<file path="src/hw/rtl/hhpid_pkg.sv">
package hhpid_pkg;

  // Field widths
  localparam int unsigned AngleW = 16;
  localparam int unsigned GainW  = 24;
  localparam int unsigned DriveW = 15;
  localparam int unsigned SumW   = 32;
  localparam int unsigned DiffW  = AngleW + 1;
  localparam int unsigned OutW   = 16;

  // Product widths
  localparam int unsigned PropW  = GainW + AngleW;
  localparam int unsigned IntW   = GainW + SumW;
  localparam int unsigned DerW   = GainW + DiffW;
  localparam int unsigned AccW   = IntW + 2;
  localparam int unsigned PidW   = AccW - 16;
  localparam int unsigned MixW   = PidW + 1;

  // Configuration port
  localparam int unsigned CfgIdxW  = 3;
  localparam int unsigned CfgDataW = 24;

  typedef enum logic [CfgIdxW-1:0] {
    REG_TARGET_HEADING = 3'd0,
    REG_KP_GAIN        = 3'd1,
    REG_KI_GAIN        = 3'd2,
    REG_KD_GAIN        = 3'd3,
    REG_BASE_DRIVE     = 3'd4,
    REG_DRIVE_LIMIT    = 3'd5
  } cfg_reg_t;

  // Reset values of the drive registers (Q7.8: 8.5 and 40.0)
  localparam logic signed [DriveW-1:0] BaseDriveReset  = 15'sd2176;
  localparam logic        [DriveW-1:0] DriveLimitReset = 15'd10240;

  // Error stage result
  typedef struct packed {
    logic signed [AngleW-1:0] err;
    logic signed [DiffW-1:0]  diff;
    logic signed [SumW-1:0]   sum;
  } err_t;

  // Product stage result
  typedef struct packed {
    logic signed [AngleW-1:0] err;
    logic signed [PropW-1:0]  prop;
    logic signed [IntW-1:0]   integ;
    logic signed [DerW-1:0]   deriv;
  } prod_t;

endpackage

</file>
<file path="src/hw/rtl/hhpid_mul.sv">
module hhpid_mul (
  input  logic                                clk,
  input  logic                                rst,
  input  logic                                in_valid,
  output logic                                in_ready,
  input  hhpid_pkg::err_t                     in_data,
  input  logic signed [hhpid_pkg::GainW-1:0]  kp,
  input  logic signed [hhpid_pkg::GainW-1:0]  ki,
  input  logic signed [hhpid_pkg::GainW-1:0]  kd,
  output logic                                out_valid,
  input  logic                                out_ready,
  output hhpid_pkg::prod_t                    out_data
);
  import hhpid_pkg::*;

  logic  valid;
  prod_t data;
  logic  take;

  assign in_ready = !valid || out_ready;
  assign take     = in_valid && in_ready;

  always_ff @(posedge clk) begin
    if (rst) begin
      valid <= 1'b0;
    end else if (in_ready) begin
      valid <= in_valid;
    end
  end

  // Three independent gain products
  always_ff @(posedge clk) begin
    if (take) begin
      data.err   <= in_data.err;
      data.prop  <= PropW'(kp) * PropW'(in_data.err);
      data.integ <= IntW'(ki) * IntW'(in_data.sum);
      data.deriv <= DerW'(kd) * DerW'(in_data.diff);
    end
  end

  assign out_valid = valid;
  assign out_data  = data;

endmodule

</file>
<file path="config.mk">
export PLATFORM = sky130hd
export DESIGN_NAME = hhpid_mul
export DESIGN_NICKNAME = d
export VERILOG_FILES = /design/src/hw/rtl/hhpid_pkg.sv /design/src/hw/rtl/hhpid_mul.sv
export SDC_FILE = /design/constraint.sdc
export NUM_CORES = 2
export LEC_CHECK = 0
export ABC_AREA = 1
export BUFFER_PORTS_ARGS = -buffer_cell sky130_fd_sc_hd__buf_4
export CORE_MARGIN = 4
export CORE_UTILIZATION = 35
export CTS_CLUSTER_DIAMETER = 30
export DETAILED_ROUTE_END_ITERATION = 10
export GPL_TIMING_DRIVEN = 1
export SYNTH_ARGS = -nofsm -noshare
export SYNTH_HDL_FRONTEND = slang
export SYNTH_SLANG_ARGS = --single-unit
</file>
<file path="constraint.sdc">
create_clock -name clk -period 11.9 [get_ports clk]
set_input_delay 2.38 -clock clk [delete_from_list [all_inputs] [get_ports clk]]
set_output_delay 2.38 -clock clk [all_outputs]
set_load 0.01 [all_outputs]
</file>
==> metrics.yaml <==
root_buffer: "clkbuf_16"
drtAntennaViolNets: 0
netlist_area_um2: 63600
synth_top_cells_by_count: "inv_1 (2507), nand2_1 (2105), fa_1 (1558)"
place.port_buffers: 295
syn_area_per_cell_um2: 8.08
setup_slack_ns: 2.98
tightest_slew_ns: 1.19
worstPathRequired_ns: 12.18
synth-edff-count: 153
die_h_um: 434
start_kind: "primary input"
cts_buffers: 17
core-area_um2: 181000
drc: 0
synth.largest_area_cell: "fa_1"
grt_max_degree: 71
synth_most_common_cell: "inv_1"
vias: 49200
slew_headroom: 0.208
synth_top_area_frac: 0.490
ys_top_cells_by_area: "fa_1 (49%), inv_1 (15%), nand2_1 (12%), edfxtp_1 (7.2%), ha_1 (6.8%)"
clock_path_buffers: 2
h-tree-depth: 4
gr-usage-all-layers: 0.216
syn2layout_area_growth_pct: 7.52
fin_crit_sh: 0.749
fmaxAchievable_mhz: 112
overflow: 0
finalSetupTns_ns: 0
outcome: "completed"
synth_seq_cells: 154
cp_data_arrival_time_ns: 9.20
crit_type: "in -> reg"
dp_slack_ns: 2.45
slew_viol_final: 0
cts_resized: 0
synth_flop_cell: "edfxtp_1"
antenna_found_initial: 9
seq_area_frac_synth: 0.0726
cap_violations: 0
clock_sinks: 154
row_count: 156
grt_pass1_wl_um: 313000
firstDrtPassIters: 6
dieArea_um2: 189000
wl_um: 196000
gp_congestion: 0.977
period_needed_ns: 8.92
clk_latency_ns: 0.53
finalHoldViolCount: 0
grt_setup_unrepaired: "no"
viasPerCell: 4.78
skew_ns: 0.0279
grt_pass1_vias: 55000
dpl.hpwl_um: 161000
ys.warnings.count: 0
start_util: 0.352
routedWlPerCell_um: 19.0
crit_path_max_fanout: 32
pin_count: 296
tritoncts: "done"
syn_nets: 9917
end_kind: "flop"
min_path_type: "reg -> reg"
drive_above_1_share: 0.0548
setup_viol: 0
post_cts_buffers: 0
clk_pin_slew_ns: 0.08
num-nets-final: 9956
holdBufCountCts: 0
drt_iter0_drc: 3041
async_flop_share: 0
synth.distinct_cells: 39
die_x_um: 434
synthCells: 7871
## state kept, by name, summed over array words and instances, names as in the netlist
signal / count
out_data: 153
out_valid: 1
## layout make-up
type / count / area, um2
antenna: 7 / 17.5
clock buffer: 17 / 425
clock inverter: 15 / 171
fill: 18600 / 112000
inverter: 2509 / 9420
multi-input combinational: 4930 / 48500
sequential: 154 / 4610
tap: 2370 / 2970
timing repair buffer: 298 / 2240
## logic make-up after synthesis
| family | share of synthesized area |
|---|---|
| buffers and inverters | 0.164 |
| adder cells (fa/ha/maj) | 0.559 |
| XOR/XNOR | 0.0138 |
| AO/OA/AOI/OAI | 0.0251 |
| flip-flops | 0.0726 |
| AND/OR/NAND/NOR | 0.165 |
## path summary, 6_finish.rpt
check,startpoint,to,slack [ns],cells past startpoint
worst max-delay path,ki[0],out_data[89],2.98,21
worst min-delay path,out_valid,out_valid,0.55,2
worst max register to register,out_valid,out_data[48],9.31,3
worst min register to register,out_valid,out_valid,0.55,2
## per-layer routing
metal | share of wire | vias to the layer above | global-route usage
met3 | 0.051 | 386 | 0.0247
met2 | 0.51 | 1564 | 0.386
met4 | 0.049 | 0 | 0.0965
met5 | 0 | - | 0
met1 | 0.39 | 25200 | 0.260
li1 | - | 22000 | -
## worst max-delay path, stage by stage
cell	delay, ns
buf_4	0.38
nand2_1	0.17
inv_1	0.15
fa_1	0.55
fa_1	0.74
inv_1	0.23
fa_1	0.57
inv_1	0.44
fa_1	0.55
fa_1	0.56
fa_1	0.44
fa_1	0.44
ha_1	0.37
inv_1	0.11
o21ai_0	0.12
a21boi_0	0.39
o21ai_0	0.17
a21oi_1	0.18
nand3_1	0.10
nand2_1	0.06
nand2_1	0.05
## per-stage QoR
step	cells	utilization	hold slack, ns	area [um2]
after detailed placement	10300	0.375	0.542	67800
after global routing	10300	0.378	0.587	68400
final	10300	0.378	0.551	68400
after global placement	10300	0.375	0.523	67800
after CTS	10300	0.378	0.556	68400
after floorplan	7871	-	0.577	63600
## layout by cell type (no fill, tap or decap), types with 10 or more instances in the layout
| master | netlist | layout |
|---|---|---|
| inv_1 | 2507 | 2507 |
| nand2_1 | 2105 | 2105 |
| fa_1 | 1558 | 1558 |
| ha_1 | 347 | 347 |
| buf_4 | 0 | 298 |
| nor2_1 | 249 | 249 |
| edfxtp_1 | 153 | 153 |
| a21oi_1 | 147 | 146 |
| nand3_1 | 118 | 118 |
| o21ai_0 | 82 | 82 |
| xor2_1 | 76 | 76 |
| or2_2 | 46 | 46 |
| nand4_1 | 39 | 39 |
| o21bai_1 | 25 | 25 |
| xnor2_1 | 24 | 24 |
| nor3_1 | 21 | 21 |
| nand2_2 | 19 | 19 |
| clkbuf_16 | 0 | 17 |
| nor2_2 | 10 | 10 |
Power is not shown: default switching activity piles up to over one toggle a cycle in this logic, so the estimate is an artifact.
