**config.mk**
```make
export PLATFORM = sky130hd
export DESIGN_NAME = hhpid_err
export DESIGN_NICKNAME = d
export VERILOG_FILES = /design/src/hw/rtl/hhpid_pkg.sv /design/src/hw/rtl/hhpid_err.sv
export SDC_FILE = /design/constraint.sdc
export NUM_CORES = 1
export LEC_CHECK = 0
export BUFFER_PORTS_ARGS = -buffer_cell sky130_fd_sc_hd__buf_2
export CORE_ASPECT_RATIO = 1.4
export CORE_UTILIZATION = 25
export CTS_CLUSTER_SIZE = 24
export DETAILED_ROUTE_END_ITERATION = 10
export PLACE_DENSITY_LB_ADDON = 0.15
export SYNTH_ARGS = -nofsm -noshare
export SYNTH_HDL_FRONTEND = slang
export SYNTH_SLANG_ARGS = --single-unit
```
**constraint.sdc**
```tcl
create_clock -name clk -period 7.98 [get_ports clk]
set_input_delay 0.798 -clock clk [delete_from_list [all_inputs] [get_ports clk]]
set_output_delay 0.798 -clock clk [all_outputs]
set_load 0.1 [all_outputs]
```
**src/hw/rtl/hhpid_pkg.sv**
```systemverilog
package hhpid_pkg;

  // Field widths
  localparam int unsigned AngleW = 16;
  localparam int unsigned GainW  = 24;
  localparam int unsigned DriveW = 15;
  localparam int unsigned SumW   = 32;
  localparam int unsigned DiffW  = AngleW + 1;
  localparam int unsigned OutW   = 16;

  // Product widths
  localparam int unsigned PropW  = GainW + AngleW;
  localparam int unsigned IntW   = GainW + SumW;
  localparam int unsigned DerW   = GainW + DiffW;
  localparam int unsigned AccW   = IntW + 2;
  localparam int unsigned PidW   = AccW - 16;
  localparam int unsigned MixW   = PidW + 1;

  // Configuration port
  localparam int unsigned CfgIdxW  = 3;
  localparam int unsigned CfgDataW = 24;

  typedef enum logic [CfgIdxW-1:0] {
    REG_TARGET_HEADING = 3'd0,
    REG_KP_GAIN        = 3'd1,
    REG_KI_GAIN        = 3'd2,
    REG_KD_GAIN        = 3'd3,
    REG_BASE_DRIVE     = 3'd4,
    REG_DRIVE_LIMIT    = 3'd5
  } cfg_reg_t;

  // Reset values of the drive registers (Q7.8: 8.5 and 40.0)
  localparam logic signed [DriveW-1:0] BaseDriveReset  = 15'sd2176;
  localparam logic        [DriveW-1:0] DriveLimitReset = 15'd10240;

  // Error stage result
  typedef struct packed {
    logic signed [AngleW-1:0] err;
    logic signed [DiffW-1:0]  diff;
    logic signed [SumW-1:0]   sum;
  } err_t;

  // Product stage result
  typedef struct packed {
    logic signed [AngleW-1:0] err;
    logic signed [PropW-1:0]  prop;
    logic signed [IntW-1:0]   integ;
    logic signed [DerW-1:0]   deriv;
  } prod_t;

endpackage

```
**src/hw/rtl/hhpid_err.sv**
```systemverilog
module hhpid_err (
  input  logic                             clk,
  input  logic                             rst,
  input  logic                             in_valid,
  output logic                             in_ready,
  input  logic        [hhpid_pkg::AngleW-1:0] sample,
  input  logic        [hhpid_pkg::AngleW-1:0] target,
  output logic                             out_valid,
  input  logic                             out_ready,
  output hhpid_pkg::err_t                  out_data
);
  import hhpid_pkg::*;

  logic                      valid;
  err_t                      data;
  logic signed [SumW-1:0]    error_sum;
  logic signed [AngleW-1:0]  prior_error;

  logic                      take;
  logic signed [AngleW-1:0]  err_next;
  logic signed [DiffW-1:0]   diff_next;
  logic signed [SumW:0]      sum_wide;
  logic signed [SumW-1:0]    error_sum_next;

  assign in_ready = !valid || out_ready;
  assign take     = in_valid && in_ready;

  // Shortest error (the 16-bit wrap of the difference), its change and the saturating sum
  always_comb begin
    err_next  = signed'(sample - target);
    diff_next = DiffW'(err_next) - DiffW'(prior_error);
    sum_wide  = (SumW+1)'(error_sum) + (SumW+1)'(err_next);
    if (sum_wide[SumW] != sum_wide[SumW-1]) begin
      error_sum_next = sum_wide[SumW] ? {1'b1, {(SumW-1){1'b0}}} : {1'b0, {(SumW-1){1'b1}}};
    end else begin
      error_sum_next = sum_wide[SumW-1:0];
    end
  end

  // Integrator and previous error move on each transfer
  always_ff @(posedge clk) begin
    if (rst) begin
      error_sum   <= '0;
      prior_error <= '0;
      valid       <= 1'b0;
    end else begin
      if (take) begin
        error_sum   <= error_sum_next;
        prior_error <= err_next;
      end
      if (in_ready) begin
        valid <= in_valid;
      end
    end
  end

  always_ff @(posedge clk) begin
    if (take) begin
      data.err  <= err_next;
      data.diff <= diff_next;
      data.sum  <= error_sum_next;
    end
  end

  assign out_valid = valid;
  assign out_data  = data;

endmodule

```
==> impl_metrics.json <==
{
  "dr.pass1.iters": 4,
  "synth-main-ff-cell": "edfxtp_1",
  "period_minus_slack_ps": 6044,
  "min_path_type": "flip-flop to flip-flop",
  "yosysMostFrequentCell": "nand2_1",
  "avgRoutedWirePerCell_um": 14.85,
  "syn_to_final_growth_pct": 20.19,
  "cts_buffers": 17,
  "p_leak_nw": 3.782,
  "ios": 103,
  "cts.sinks": 114,
  "synth.avg_cell_area_um2": 9.534,
  "grt_pass1_wl_um": 30500,
  "antennaDiodeCount": 0,
  "path_cells": "buf_2 -> inv_1 -> ha_1 -> nor2b_1 -> o21a_1 -> o21ai_0 -> a211o_1 -> a31oi_1 -> a211o_1 -> a21oi_1 -> xnor2_2 -> buf_4 -> ha_1 -> a21o_1 -> a311oi_1 -> nor2_1 -> o21a_1 -> o211ai_4 -> nand2_4 -> xnor2_2 -> nand3_2 -> buf_12 -> a311oi_1",
  "clk_pin_slew_ps": 60,
  "dp_hpwl_um": 14020,
  "grt_pass1_vias": 5932,
  "syn_nets": 879,
  "setup_viol": 0,
  "yosys.area.top_type_share_pct": 26.38,
  "ys_warn_count": 0,
  "crit_path_end_kind": "flip-flop",
  "drive_above_1_share_pct": 21.90,
  "initial_core_util_pct": 25.37,
  "synthCells": 776,
  "skew_ps": 9.939,
  "grt_overflow": 0,
  "coreArea_mm2": 0.02917,
  "wl_met1_um": 7852,
  "drtAntennaViolNets": 0,
  "grt_max_degree": 89,
  "insertion_delay_ps": 420,
  "std_cell_rows": 74,
  "routabilityCongestion": 0.7787,
  "slowest_delay_ps": 470,
  "num_vias": 5819,
  "synth_common_cells": "91 x nand2_1, 65 x edfxtp_1, 64 x ha_1",
  "final_nets": 976,
  "tightestPinTransition_ps": 1035,
  "synth_area_leaders": "edfxtp_1 26%, dfxtp_1 13%, ha_1 11%, nand2_1 4.6%, xnor2_1 4.3%",
  "max_freq_ghz": 0.1654,
  "critPathTopFamily": "compound AO/OA/AOI/OAI gates",
  "crit_slowest_cell": "nand3_2",
  "slew_violations": 0,
  "cts_root_buffer": "clkbuf_16",
  "topRoutingLayerUsed": "met4",
  "route.met2.wl_um": 10270,
  "io_buffers": 102,
  "slew_headroom_pct": 31.00,
  "cp_data_required_time_ps": 8300,
  "drtIter0Drc": 254,
  "die_area_mm2": 0.03030,
  "ys_seq_area_share_pct": 39.64,
  "synth_area_mm2": 0.007398,
  "synth-edff-count": 65,
  "finalCritPeriodShare_pct": 75.74,
  "critPathKind": "primary input to flip-flop",
  "die_y_um": 205.5,
  "grt_use_total_pct": 12.93,
  "layout_setup_ws_ps": 1936,
  "maxCapViolations": 0,
  "drc_errors": 0,
  "rsz0062_at_grt": "no",
  "cts-resized-gates": 0,
  "place_ws_ps": 1378,
  "grt_antenna_before_repair": 0,
  "utilization_pct": 30.49,
  "cts_buffer_depth": 2,
  "power_density_mw_per_mm2": 459.4,
  "postCtsHoldBufs": 0,
  "met3_length_um": 438,
  "setup_tns_ps": 0,
  "cp_data_arrival_time_ps": 6360,
  "path_max_fanout": 33,
  "finalHoldViolations": 0,
  "synth_cell_types": 67,
  "status": "completed",
  "cts_tree": "done",
  "drt_wl_total_um": 18800,
  "die_width_um": 147.4,
  "h-tree-depth": 4,
  "ys_seq_elements": 114,
  "synth_top_area_cell": "edfxtp_1",
  "startpoint_type": "primary input",
  "critPathBufInv": 4,
  "post_cts_buffers": 0,
  "async_flop_share_pct": 0,
  "vias_per_cell": 4.596,
  "vdd_drop_max_v": 0.0002225
}
[worst paths after layout]
check	to	from	slack (ps)	cells after the start
setup / recovery	error_sum[1]$_SDFFE_PP0P_	target[1]	1940	23
hold reg to reg	prior_error[7]$_SDFFE_PP0P_	prior_error[7]$_SDFFE_PP0P_	450	2
setup reg to reg	out_data[2]$_DFFE_PP_	error_sum[0]$_SDFFE_PP0P_	4500	11
hold / removal	prior_error[7]$_SDFFE_PP0P_	prior_error[7]$_SDFFE_PP0P_	450	2
[stage by stage]
stage | total power [mW] | std cells | hold WS [ps] | instance area (um2)
4_1_cts | 4.151 | 1266 | 454.9 | 8892
3_3_place_gp | 3.327 | 1234 | 442.0 | 8282
3_5_place_dp | 3.324 | 1234 | 447.2 | 8282
6_report | 4.085 | 1266 | 452.4 | 8892
2_1_floorplan | 2.902 | 776 | 436.3 | 7398
5_1_grt | 4.344 | 1266 | 465.5 | 8892
[routing by layer]
layer	GRT usage (%)	up-vias
met5	0	-
li1	-	3029
met1	13.95	2703
met4	4.234	0
met3	2.594	13
met2	24.83	74
[registers in the layout, summed over array words and instances (netlist names)]
| signal | cells |
|---|---|
| out_data | 65 |
| error_sum | 32 |
| out_valid | 1 |
| prior_error | 16 |
[report_power, final]
part / total [mW] / leakage, nW / switching (mW) / internal, mW
Clock: 0.800 / 0.299 / 0.274 / 0.526
Combinational: 2.36 / 2.46 / 1.74 / 0.614
Sequential: 0.927 / 1.03 / 0.0632 / 0.864
[worst min-delay path, cell delays in order (launching register included)]
cell	delay, ps
dfxtp_1	310
nand2_1	50
a21oi_1	50
[cells by family (layout without fill, tap and decap cells)]
family | count (synthesis) | after routing | share of synthesized area [%]
flops | 114 | 114 | 39.64
buf+inv | 78 | 188 | 4.684
mux | 1 | 1 | 0.1860
xor+xnor | 52 | 52 | 6.257
simple gates | 251 | 251 | 16.12
fa+ha+maj | 67 | 67 | 11.64
compound gates | 213 | 213 | 21.48
[placed cells by master, fill, tap and decap left out, types with 17 or more instances in the layout]
master	Yosys	routed
nand2_1	91	91
a21o_1	24	24
xnor2_1	36	35
a311oi_1	22	22
a21oi_1	57	57
inv_1	48	48
ha_1	64	64
nor2_1	61	61
o21ai_0	22	22
nand2_2	19	19
clkbuf_16	0	17
dfxtp_1	49	49
edfxtp_1	65	65
buf_2	5	102
[cell type report]
type / instances / area, um2
flip-flops and latches: 114 / 2933
clock buffers: 20 / 446.7
inverters: 49 / 186.4
clock inverters: 12 / 163.9
repair buffers: 107 / 560.5
well taps: 380 / 475.5
multi-input cells: 584 / 4126
fillers: 3098 / 20270
Note: power is estimated with default switching activity, not from simulation.
