File: src/hw/rtl/hhpid_pkg.sv
package hhpid_pkg;

  // Field widths
  localparam int unsigned AngleW = 16;
  localparam int unsigned GainW  = 24;
  localparam int unsigned DriveW = 15;
  localparam int unsigned SumW   = 32;
  localparam int unsigned DiffW  = AngleW + 1;
  localparam int unsigned OutW   = 16;

  // Product widths
  localparam int unsigned PropW  = GainW + AngleW;
  localparam int unsigned IntW   = GainW + SumW;
  localparam int unsigned DerW   = GainW + DiffW;
  localparam int unsigned AccW   = IntW + 2;
  localparam int unsigned PidW   = AccW - 16;
  localparam int unsigned MixW   = PidW + 1;

  // Configuration port
  localparam int unsigned CfgIdxW  = 3;
  localparam int unsigned CfgDataW = 24;

  typedef enum logic [CfgIdxW-1:0] {
    REG_TARGET_HEADING = 3'd0,
    REG_KP_GAIN        = 3'd1,
    REG_KI_GAIN        = 3'd2,
    REG_KD_GAIN        = 3'd3,
    REG_BASE_DRIVE     = 3'd4,
    REG_DRIVE_LIMIT    = 3'd5
  } cfg_reg_t;

  // Reset values of the drive registers (Q7.8: 8.5 and 40.0)
  localparam logic signed [DriveW-1:0] BaseDriveReset  = 15'sd2176;
  localparam logic        [DriveW-1:0] DriveLimitReset = 15'd10240;

  // Error stage result
  typedef struct packed {
    logic signed [AngleW-1:0] err;
    logic signed [DiffW-1:0]  diff;
    logic signed [SumW-1:0]   sum;
  } err_t;

  // Product stage result
  typedef struct packed {
    logic signed [AngleW-1:0] err;
    logic signed [PropW-1:0]  prop;
    logic signed [IntW-1:0]   integ;
    logic signed [DerW-1:0]   deriv;
  } prod_t;

endpackage

File: src/hw/rtl/hhpid_mix.sv
module hhpid_mix (
  input  logic                                 clk,
  input  logic                                 rst,
  input  logic                                 in_valid,
  output logic                                 in_ready,
  input  hhpid_pkg::prod_t                     in_data,
  input  logic signed [hhpid_pkg::DriveW-1:0]  base,
  input  logic        [hhpid_pkg::DriveW-1:0]  limit,
  output logic                                 out_valid,
  input  logic                                 out_ready,
  output logic signed [hhpid_pkg::OutW-1:0]    left,
  output logic signed [hhpid_pkg::OutW-1:0]    right,
  output logic signed [hhpid_pkg::AngleW-1:0]  err
);
  import hhpid_pkg::*;

  logic                    valid;
  logic                    take;
  logic signed [AccW-1:0]  acc;
  logic signed [PidW-1:0]  pid;
  logic signed [MixW-1:0]  lim_pos;
  logic signed [MixW-1:0]  lim_neg;
  logic signed [MixW-1:0]  left_raw;
  logic signed [MixW-1:0]  right_raw;
  logic signed [OutW-1:0]  left_next;
  logic signed [OutW-1:0]  right_next;

  assign in_ready = !valid || out_ready;
  assign take     = in_valid && in_ready;

  // Sum of terms, arithmetic shift to Q8.8, then base +/- PID with clamp
  always_comb begin
    acc       = AccW'(in_data.prop) + AccW'(in_data.integ) + AccW'(in_data.deriv);
    pid       = acc[AccW-1:16];
    lim_pos   = signed'({{(MixW-DriveW){1'b0}}, limit});
    lim_neg   = -lim_pos;
    left_raw  = MixW'(base) + MixW'(pid);
    right_raw = MixW'(base) - MixW'(pid);

    if (left_raw > lim_pos) begin
      left_next = lim_pos[OutW-1:0];
    end else if (left_raw < lim_neg) begin
      left_next = lim_neg[OutW-1:0];
    end else begin
      left_next = left_raw[OutW-1:0];
    end

    if (right_raw > lim_pos) begin
      right_next = lim_pos[OutW-1:0];
    end else if (right_raw < lim_neg) begin
      right_next = lim_neg[OutW-1:0];
    end else begin
      right_next = right_raw[OutW-1:0];
    end
  end

  always_ff @(posedge clk) begin
    if (rst) begin
      valid <= 1'b0;
    end else if (in_ready) begin
      valid <= in_valid;
    end
  end

  always_ff @(posedge clk) begin
    if (take) begin
      left  <= left_next;
      right <= right_next;
      err   <= in_data.err;
    end
  end

  assign out_valid = valid;

endmodule

File: config.mk
export PLATFORM = sky130hd
export DESIGN_NAME = hhpid_mix
export DESIGN_NICKNAME = d
export VERILOG_FILES = /design/src/hw/rtl/hhpid_pkg.sv /design/src/hw/rtl/hhpid_mix.sv
export SDC_FILE = /design/constraint.sdc
export NUM_CORES = 1
export LEC_CHECK = 0
export BUFFER_PORTS_ARGS = -buffer_cell sky130_fd_sc_hd__buf_4
export CAP_MARGIN = 20
export CORE_UTILIZATION = 55
export DETAILED_ROUTE_END_ITERATION = 7
export PLACE_DENSITY = 0.78
export REMOVE_ABC_BUFFERS = 1
export SLEW_MARGIN = 5
export SYNTH_ARGS = -nofsm -noshare
export SYNTH_HDL_FRONTEND = slang
export SYNTH_SLANG_ARGS = --single-unit
File: constraint.sdc
create_clock -name clk -period 9.7 [get_ports clk]
set_input_delay 0.485 -clock clk [delete_from_list [all_inputs] [get_ports clk]]
set_output_delay 0.485 -clock clk [all_outputs]
set_load 0.1 [all_outputs]
==> parameters.txt, run 1 <==
Parameter                              Value

Clock tree
  Inserted Clock Buffers ... 5
  Clock Tree Root ... sky130_fd_sc_hd__clkbuf_16
  Clock-pin slew on the worst setup and hold paths ... 0.07 ns
  CTS tree ... done
  H-Tree Depth ... 2
  Hold bufs inserted after CTS ... 0
  Skew-Pair Late Insertion Delay ... about 0.29 ns
  Buffer depth of the longest clock path ... 2
  Number of sinks driven by the clock tree ... roughly 50

Outcome
  Outcome ... completed

Route
  Post-DR vias/cell ... about 6.3
  Number of nets with antenna violations after detailed routing ... 0
  Average wire per standard cell ... 19.6 um
  Via count ... 14.4k
  DRC violations left ... 0
  Top routing layer in use ... met4
  Met3 routed WL ... about 2800 um
  Initial DRC count ... 1267
  Wire length on met2 ... around 22000 um
  Number of detailed-routing iterations run before antenna repair ... 6
  Final WL ... around 45000 um
  Metal1 wirelength ... 18900 um

Logic synthesis
  Flip-flop cell with the highest count after synthesis ... sky130_fd_sc_hd__edfxtp_1
  Count of cell types in the netlist ... 95
  Combinational family with the most area after synthesis ... adder cells
  Mux share of post-synthesis cell area ... 2.39%
  Xor/xnor cell area share of the yosys netlist ... 7.33%
  Count of flip-flops with a built-in enable after synthesis ... 48
  Synth Register Bits ... a little under 50
  Async set-or-reset flop fraction in the synthesized netlist ... 0%
  Count of synthesis-stage warnings from yosys ... 0
  Post-synth top area share ... about 23%
  Simple-gate area share of the yosys netlist ... about 17%
  Compound-cell area share of the yosys netlist ... between 20% and 30%
  Cell taking the most area after synthesis ... sky130_fd_sc_hd__ha_1
  Seq/Total Area, Yosys ... between 10% and 20%
  Mapped Avg Cell Area ... 8.05 um2
  Gate Count Post-Synth ... 1736
  Synthesized cell area ... about 0.014 mm2
  Top-count cell post-synth ... sky130_fd_sc_hd__ha_1
  Arithmetic-cell share of the synthesized area counting full adders, half adders and majority gates ... 31.2%
  Ranking of synthesized cells by instance count ... sky130_fd_sc_hd__ha_1 (257), sky130_fd_sc_hd__a21oi_1 (180), sky130_fd_sc_hd__inv_1 (149)
  Cell types occupying the most area after synthesis ... sky130_fd_sc_hd__ha_1 (23%), sky130_fd_sc_hd__edfxtp_1 (10%), sky130_fd_sc_hd__fa_1 (8.2%)

Setup path
  Arrival time of data at the critical path endpoint ... around 9.2 ns
  Type of element capturing the critical path ... flop
  Endpoint required time on the critical path ... ~9.8 ns
  Stage delay of the slowest cell on the critical path ... 0.59 ns
  Critical path class ... in -> reg
  Crit path top cell by count ... sky130_fd_sc_hd__a21oi_1
  Startpoint type of the worst setup path ... primary input
  Largest fanout of any net on the critical path ... 24
  Cell at the slowest stage of the critical path ... sky130_fd_sc_hd__or4_1

Power and ir drop
  P_sw ... approximately 3200 uW
  Maximum VDD drop ... 0.278 mV
  Power Internal ... 2160 uW
  Logic pwr share ... 90.6%
  Switching Fraction ... 59.4%
  Relative contribution of sequential cells to total power ... under 10%
  Clock power frac ... ~3.3%
  PwrDens ... 322 mW/mm2
  Leak pwr ... ~0.008 uW

Layout
  Share of cells above drive strength 1 ... 17.2%
  Final instance area ... around 0.017 mm2
  Final core area utilization ... between 60% and 70%
  Nets ... around 2.5k
  Filler-free cell count of the finished design ... approximately 2.3k
  Number of antenna cells inserted ... 0
  Layout Area Growth over Synthesis ... 18.0%

Floorplanning
  Initial standard-cell utilization of the core ... roughly 57%
  Area of the placeable core ... 0.0246 mm2
  Die height ... ~160 um
  Num rows ... 57
  Number of I/O pins ... approximately 240
  Die extent in x ... 161 um
  Die Outline Area ... between 0.02 and 0.03 mm2

GRT
  Number of antenna violations at the first check in global routing ... 0
  Global-route total usage across every layer ... about a third
  Number of global-route vias before repair ... between 10k and 15k
  Global-route wire length before repair ... roughly 71000 um
  Global route overflow ... 0
  Largest net degree at the start of global routing ... a little under 60

Placed design
  Count of buffers from port buffering ... 236
  Final Wtd Congestion ... between 1 and 1.5
  Placed standard-cell area ... approximately 0.016 mm2
  Number of placed cells counting well taps ... 2287
  Post-detail-place hpwl ... between 30000 and 40000 um

Timing
  Final Max Slew Viols ... 0
  Hold Vio Cnt, Final ... 0
  Number of setup violations in the final report ... 0
  Final critical-path required period ... about 9 ns
  Worst Hold Margin ... roughly 0.35 ns
  Fin Clk Skew ... ~0.0046 ns
  Period utilisation layout ... between 90% and 100%
  Top achievable clock speed ... roughly 0.11 GHz
  Tightest Pin Transition ... 1.13 ns
  Setup repair after global routing missed its margin ... no
  Slew margin rel. ... between 20% and 30%

Flow run
  Max capacitance violation total ... 0

Min path
  Worst min-delay path category ... in -> reg
## critical path: cells and delay by family
| kind | cells | cell delay [ns] |
|---|---|---|
| compound gates | 17 | 3.73 |
| simple gates | 6 | 1.88 |
| fa+ha+maj | 4 | 1.74 |
| mux | 4 | 0.87 |
| buf+inv | 2 | 0.34 |
| xor+xnor | 1 | 0.12 |
## power by group through the flow
stage / Sequential, uW / Combinational (uW) / Clock (uW)
floorplan: 694 / 2960 / 0
global placement: 331 / 4600 / 0
detailed placement: 331 / 4680 / 0
CTS: 328 / 4710 / 174
global route: 330 / 5210 / 181
finish: 327 / 4810 / 173
## kinds of logic (layout without fill, tap and decap cells)
family                     after synthesis  after routing
AOI/OAI and AO/OA                      548            548
buffers and inverters                  212            451
and+or+nand+nor                        463            463
DFF                                     49             49
xor gates and xnor gates               117            117
muxes                                   33             33
adders and majority gates              314            314
## cells in the final DEF (no fill, tap or decap), drive strengths merged, types with 9 or more instances in the layout
cell type | Yosys | routed
o21ai | 108 | 108
o211ai | 19 | 19
inv | 154 | 155
nor2 | 116 | 116
a21o | 58 | 58
nor3 | 46 | 46
nand2 | 87 | 87
or4 | 9 | 9
xor2 | 25 | 25
nand4 | 48 | 48
a31oi | 10 | 10
nand2b | 19 | 19
nor2b | 22 | 22
and3 | 13 | 13
o31ai | 25 | 25
o21a | 23 | 23
fa | 57 | 57
mux2i | 30 | 30
buf | 20 | 284
a211oi | 15 | 15
nand3 | 27 | 27
or3 | 9 | 9
edfxtp | 48 | 48
a21oi | 181 | 181
ha | 257 | 257
nor4 | 35 | 35
xnor2 | 92 | 92
o21bai | 24 | 24
## worst paths after layout
path	from	to	slack, ns	depth (start not counted)
worst max-delay path	in_data[12]	left[6]	0.57	34
worst min-delay path	rst	out_valid	0.35	2
worst max register to register	out_valid	right[6]	8.01	2
worst min register to register	out_valid	out_valid	0.56	2
## state kept, by name, summed over array words and instances (netlist names)
name,cells
left,16
err,16
out_valid,1
right,16
## metrics by stage
step / TNS, ns / total power [uW] / worst slack (ns)
after CTS: 0 / 5210 / 0.194
after floorplan: 0 / 3650 / 0.906
after detailed placement: -0.0471 / 5010 / -0.0401
after global placement: -0.000755 / 4930 / -0.000755
after global routing: 0 / 5720 / 0.0431
final: 0 / 5310 / 0.572
## per-layer routing
layer  global-route usage (%)  up-vias
li1                         -     6886
met5                        0        -
met4                     12.4        0
met2                     60.4      602
met3                     2.62      114
met1                     42.5     6796
## timing repair
action,4_1_cts,5_1_grt
setup endpoints to repair,0,17
gates resized for setup,0,3
buffers inserted,0,0
## cell type report
cell class / instances / area [um2]
clock buffer: 5 / 125
clock inverter: 3 / 26.3
fill: 2118 / 8100
inverter: 157 / 589
multi-input combinational: 1475 / 11700
sequential: 49 / 1460
tap: 324 / 405
timing repair buffer: 286 / 2170
Note: power is estimated with default switching activity, not from simulation.
==> inputs of run 2 (changes only) <==
--- a/config.mk
+++ b/config.mk
@@ -9,7 +9,7 @@
 export CAP_MARGIN = 20
 export CORE_UTILIZATION = 55
 export DETAILED_ROUTE_END_ITERATION = 7
-export PLACE_DENSITY = 0.78
+export PLACE_DENSITY_LB_ADDON = 0.12
 export REMOVE_ABC_BUFFERS = 1
 export SLEW_MARGIN = 5
 export SYNTH_ARGS = -nofsm -noshare
==> parameters.txt, run 2 (synthesis gave the netlist of run 1 again) <==
Parameter                              Value

Power and ir drop
  Logic pwr share ... between 90% and 100%
  Power Total ... between 5000 and 6000 uW
  Switching Fraction ... 59.0%
  Relative contribution of sequential cells to total power ... about 6.2%
  Power Internal ... approximately 2200 uW
  Leak pwr ... just under 0.008 uW
  Clock power frac ... 3.4%
  PwrDens ... about 320 mW/mm2
  Maximum VDD drop ... roughly 0.26 mV
  P_sw ... 3100 uW

Route
  Post-DR vias/cell ... about 6.2
  Final WL ... between 40000 and 50000 um
  Average wire per standard cell ... around 19 um
  Number of nets with antenna violations after detailed routing ... 0
  DRC violations left ... 0
  Via count ... about 14k
  Number of detailed-routing iterations run before antenna repair ... 6
  Initial DRC count ... 1191

Setup path
  Type of element capturing the critical path ... flop
  Crit path top cell by count ... sky130_fd_sc_hd__a21oi_1
  R2R Path End ... left[6]
  Launch point of the worst reg-to-reg path ... out_valid
  Buffers plus inverters on the worst setup path ... 5
  Cell at the slowest stage of the critical path ... sky130_fd_sc_hd__o21ai_0
  Critical path class ... in -> reg
  R2R Setup Slk ... 8.36 ns
  Stage delay of the slowest cell on the critical path ... between 0.6 and 0.7 ns
  Arrival time of data at the critical path endpoint ... 9.19 ns
  CP delay by family, top ... compound AO/OA/AOI/OAI gates
  Endpoint required time on the critical path ... between 9 and 10 ns
  Startpoint type of the worst setup path ... primary input
  Worst R2R Path Depth ... 3
  Largest fanout of any net on the critical path ... 8

GRT
  Global-route wire length before repair ... a little under 70000 um
  Number of antenna violations at the first check in global routing ... 0
  Global route overflow ... 0
  Largest net degree at the start of global routing ... between 50 and 60
  Number of global-route vias before repair ... ~14k
  Global-route total usage across every layer ... between 30% and 40%

Clock tree
  Clock Tree Root ... sky130_fd_sc_hd__clkbuf_16
  CTS tree ... done
  H-Tree Depth ... 2
  Hold bufs inserted after CTS ... 0
  Buffer depth of the longest clock path ... 2
  Inserted Clock Buffers ... 5
  Setup repair bufs after CTS ... 0
  Clock-pin slew on the worst setup and hold paths ... 0.07 ns
  Post-CTS Resized ... 0
  Skew-Pair Late Insertion Delay ... 0.30 ns
  Number of sinks driven by the clock tree ... between 40 and 50

Timing
  Tightest Pin Transition ... between 1 and 1.5 ns
  Final critical-path required period ... just over 9 ns
  Sum of negative setup slack ... 0 ns
  Hold Vio Cnt, Final ... 0
  Number of setup violations in the final report ... 0
  Period utilisation layout ... a little over nine tenths
  Slew margin rel. ... between 20% and 30%
  Worst Hold Margin ... between 0.3 and 0.4 ns
  Final Max Slew Viols ... 0
  Setup repair after global routing missed its margin ... no
  Top achievable clock speed ... ~0.11 GHz
  Fin Clk Skew ... just under 0.008 ns

Layout
  Most common cell after layout, fill and taps aside ... sky130_fd_sc_hd__buf_4
  Nets ... 2476
  Final instance area ... between 0.015 and 0.02 mm2
  Share of cells above drive strength 1 ... roughly 17%
  Commonest cells after routing, fill and taps aside ... sky130_fd_sc_hd__buf_4 (283), sky130_fd_sc_hd__ha_1 (257), sky130_fd_sc_hd__a21oi_1 (179)
  Number of antenna cells inserted ... 0
  Largest registers ... err: 16 flops, left: 16 flops, right: 16 flops
  Layout Area Growth over Synthesis ... 18.1%

Placed design
  Final Wtd Congestion ... between 0.9 and 1
  Placed standard-cell area ... between 0.015 and 0.02 mm2
  Post-detail-place hpwl ... between 30000 and 40000 um
  Count of buffers from port buffering ... ~240

Floorplanning
  Number of I/O pins ... around 240
  Die Outline Area ... roughly 0.026 mm2
  Die extent in x ... approximately 160 um
  Area of the placeable core ... approximately 0.025 mm2
  Initial standard-cell utilization of the core ... 56.8%
  Die height ... approximately 160 um
  Num rows ... 57

Flow run
  Max capacitance violation total ... 0

Min path
  Worst min-delay path category ... in -> reg
  Worst hold start ... rst
  Worst hold path stage count ... 2
  End of the worst hold path ... out_valid

Outcome
  Outcome ... completed
## run 2: cell types whose count changed in the layout (fill, tap and decap cells not counted)
cell / delta
sky130_fd_sc_hd__buf_4: +3
sky130_fd_sc_hd__o21ai_0: +3
sky130_fd_sc_hd__o21ai_1: -3
sky130_fd_sc_hd__buf_12: +1
sky130_fd_sc_hd__buf_2: -1
sky130_fd_sc_hd__buf_8: -1
sky130_fd_sc_hd__clkbuf_2: -1
## run 2: how the worst max path moves through the flow
stage,start,endpoint,slack [ns],cells after the start
final,in_data[9],left[6],0.56,39
after global routing,in_data[9],left[6],0.06,39
after CTS,in_data[9],left[6],0.77,39
after detailed placement,in_data[9],left[6],0.51,39
after global placement,in_data[8],right[12],0.56,40
after floorplan,in_data[8],left[14],0.91,35
## run 2: power by group through the flow
| stage | logic (uW) | clock network, uW | registers, uW |
|---|---|---|---|
| 2_1_floorplan | 2960 | 0 | 694 |
| 3_3_place_gp | 4570 | 0 | 330 |
| 5_1_grt | 5170 | 186 | 331 |
| 3_5_place_dp | 4640 | 0 | 332 |
| 6_report | 4760 | 178 | 326 |
| 4_1_cts | 4670 | 179 | 327 |
## run 2: area by class of cell
type                       instances  area, um2
sequential                        49       1460
inverter                         157        589
clock inverter                     3       26.3
timing repair buffer             287       2190
multi-input combinational       1475      11700
fill                            2170       8090
clock buffer                       5        125
tap                              324        405
## run 2: metrics by stage
stage / worst slack [ns] / instances / utilization, %
2_1_floorplan: 0.906 / 1681 / -
3_3_place_gp: 0.561 / 2290 / 66.4
3_5_place_dp: 0.513 / 2290 / 66.4
4_1_cts: 0.766 / 2298 / 67.0
5_1_grt: 0.0595 / 2300 / 67.1
6_report: 0.561 / 2300 / 67.1
## run 2: layer usage
layer	share of wire, %	vias to the layer above	global-route usage [%]
li1	-	6897	-
met1	41	6717	41.3
met2	48	627	58.1
met3	6.5	111	2.62
met4	3.7	0	11.7
met5	0	-	0
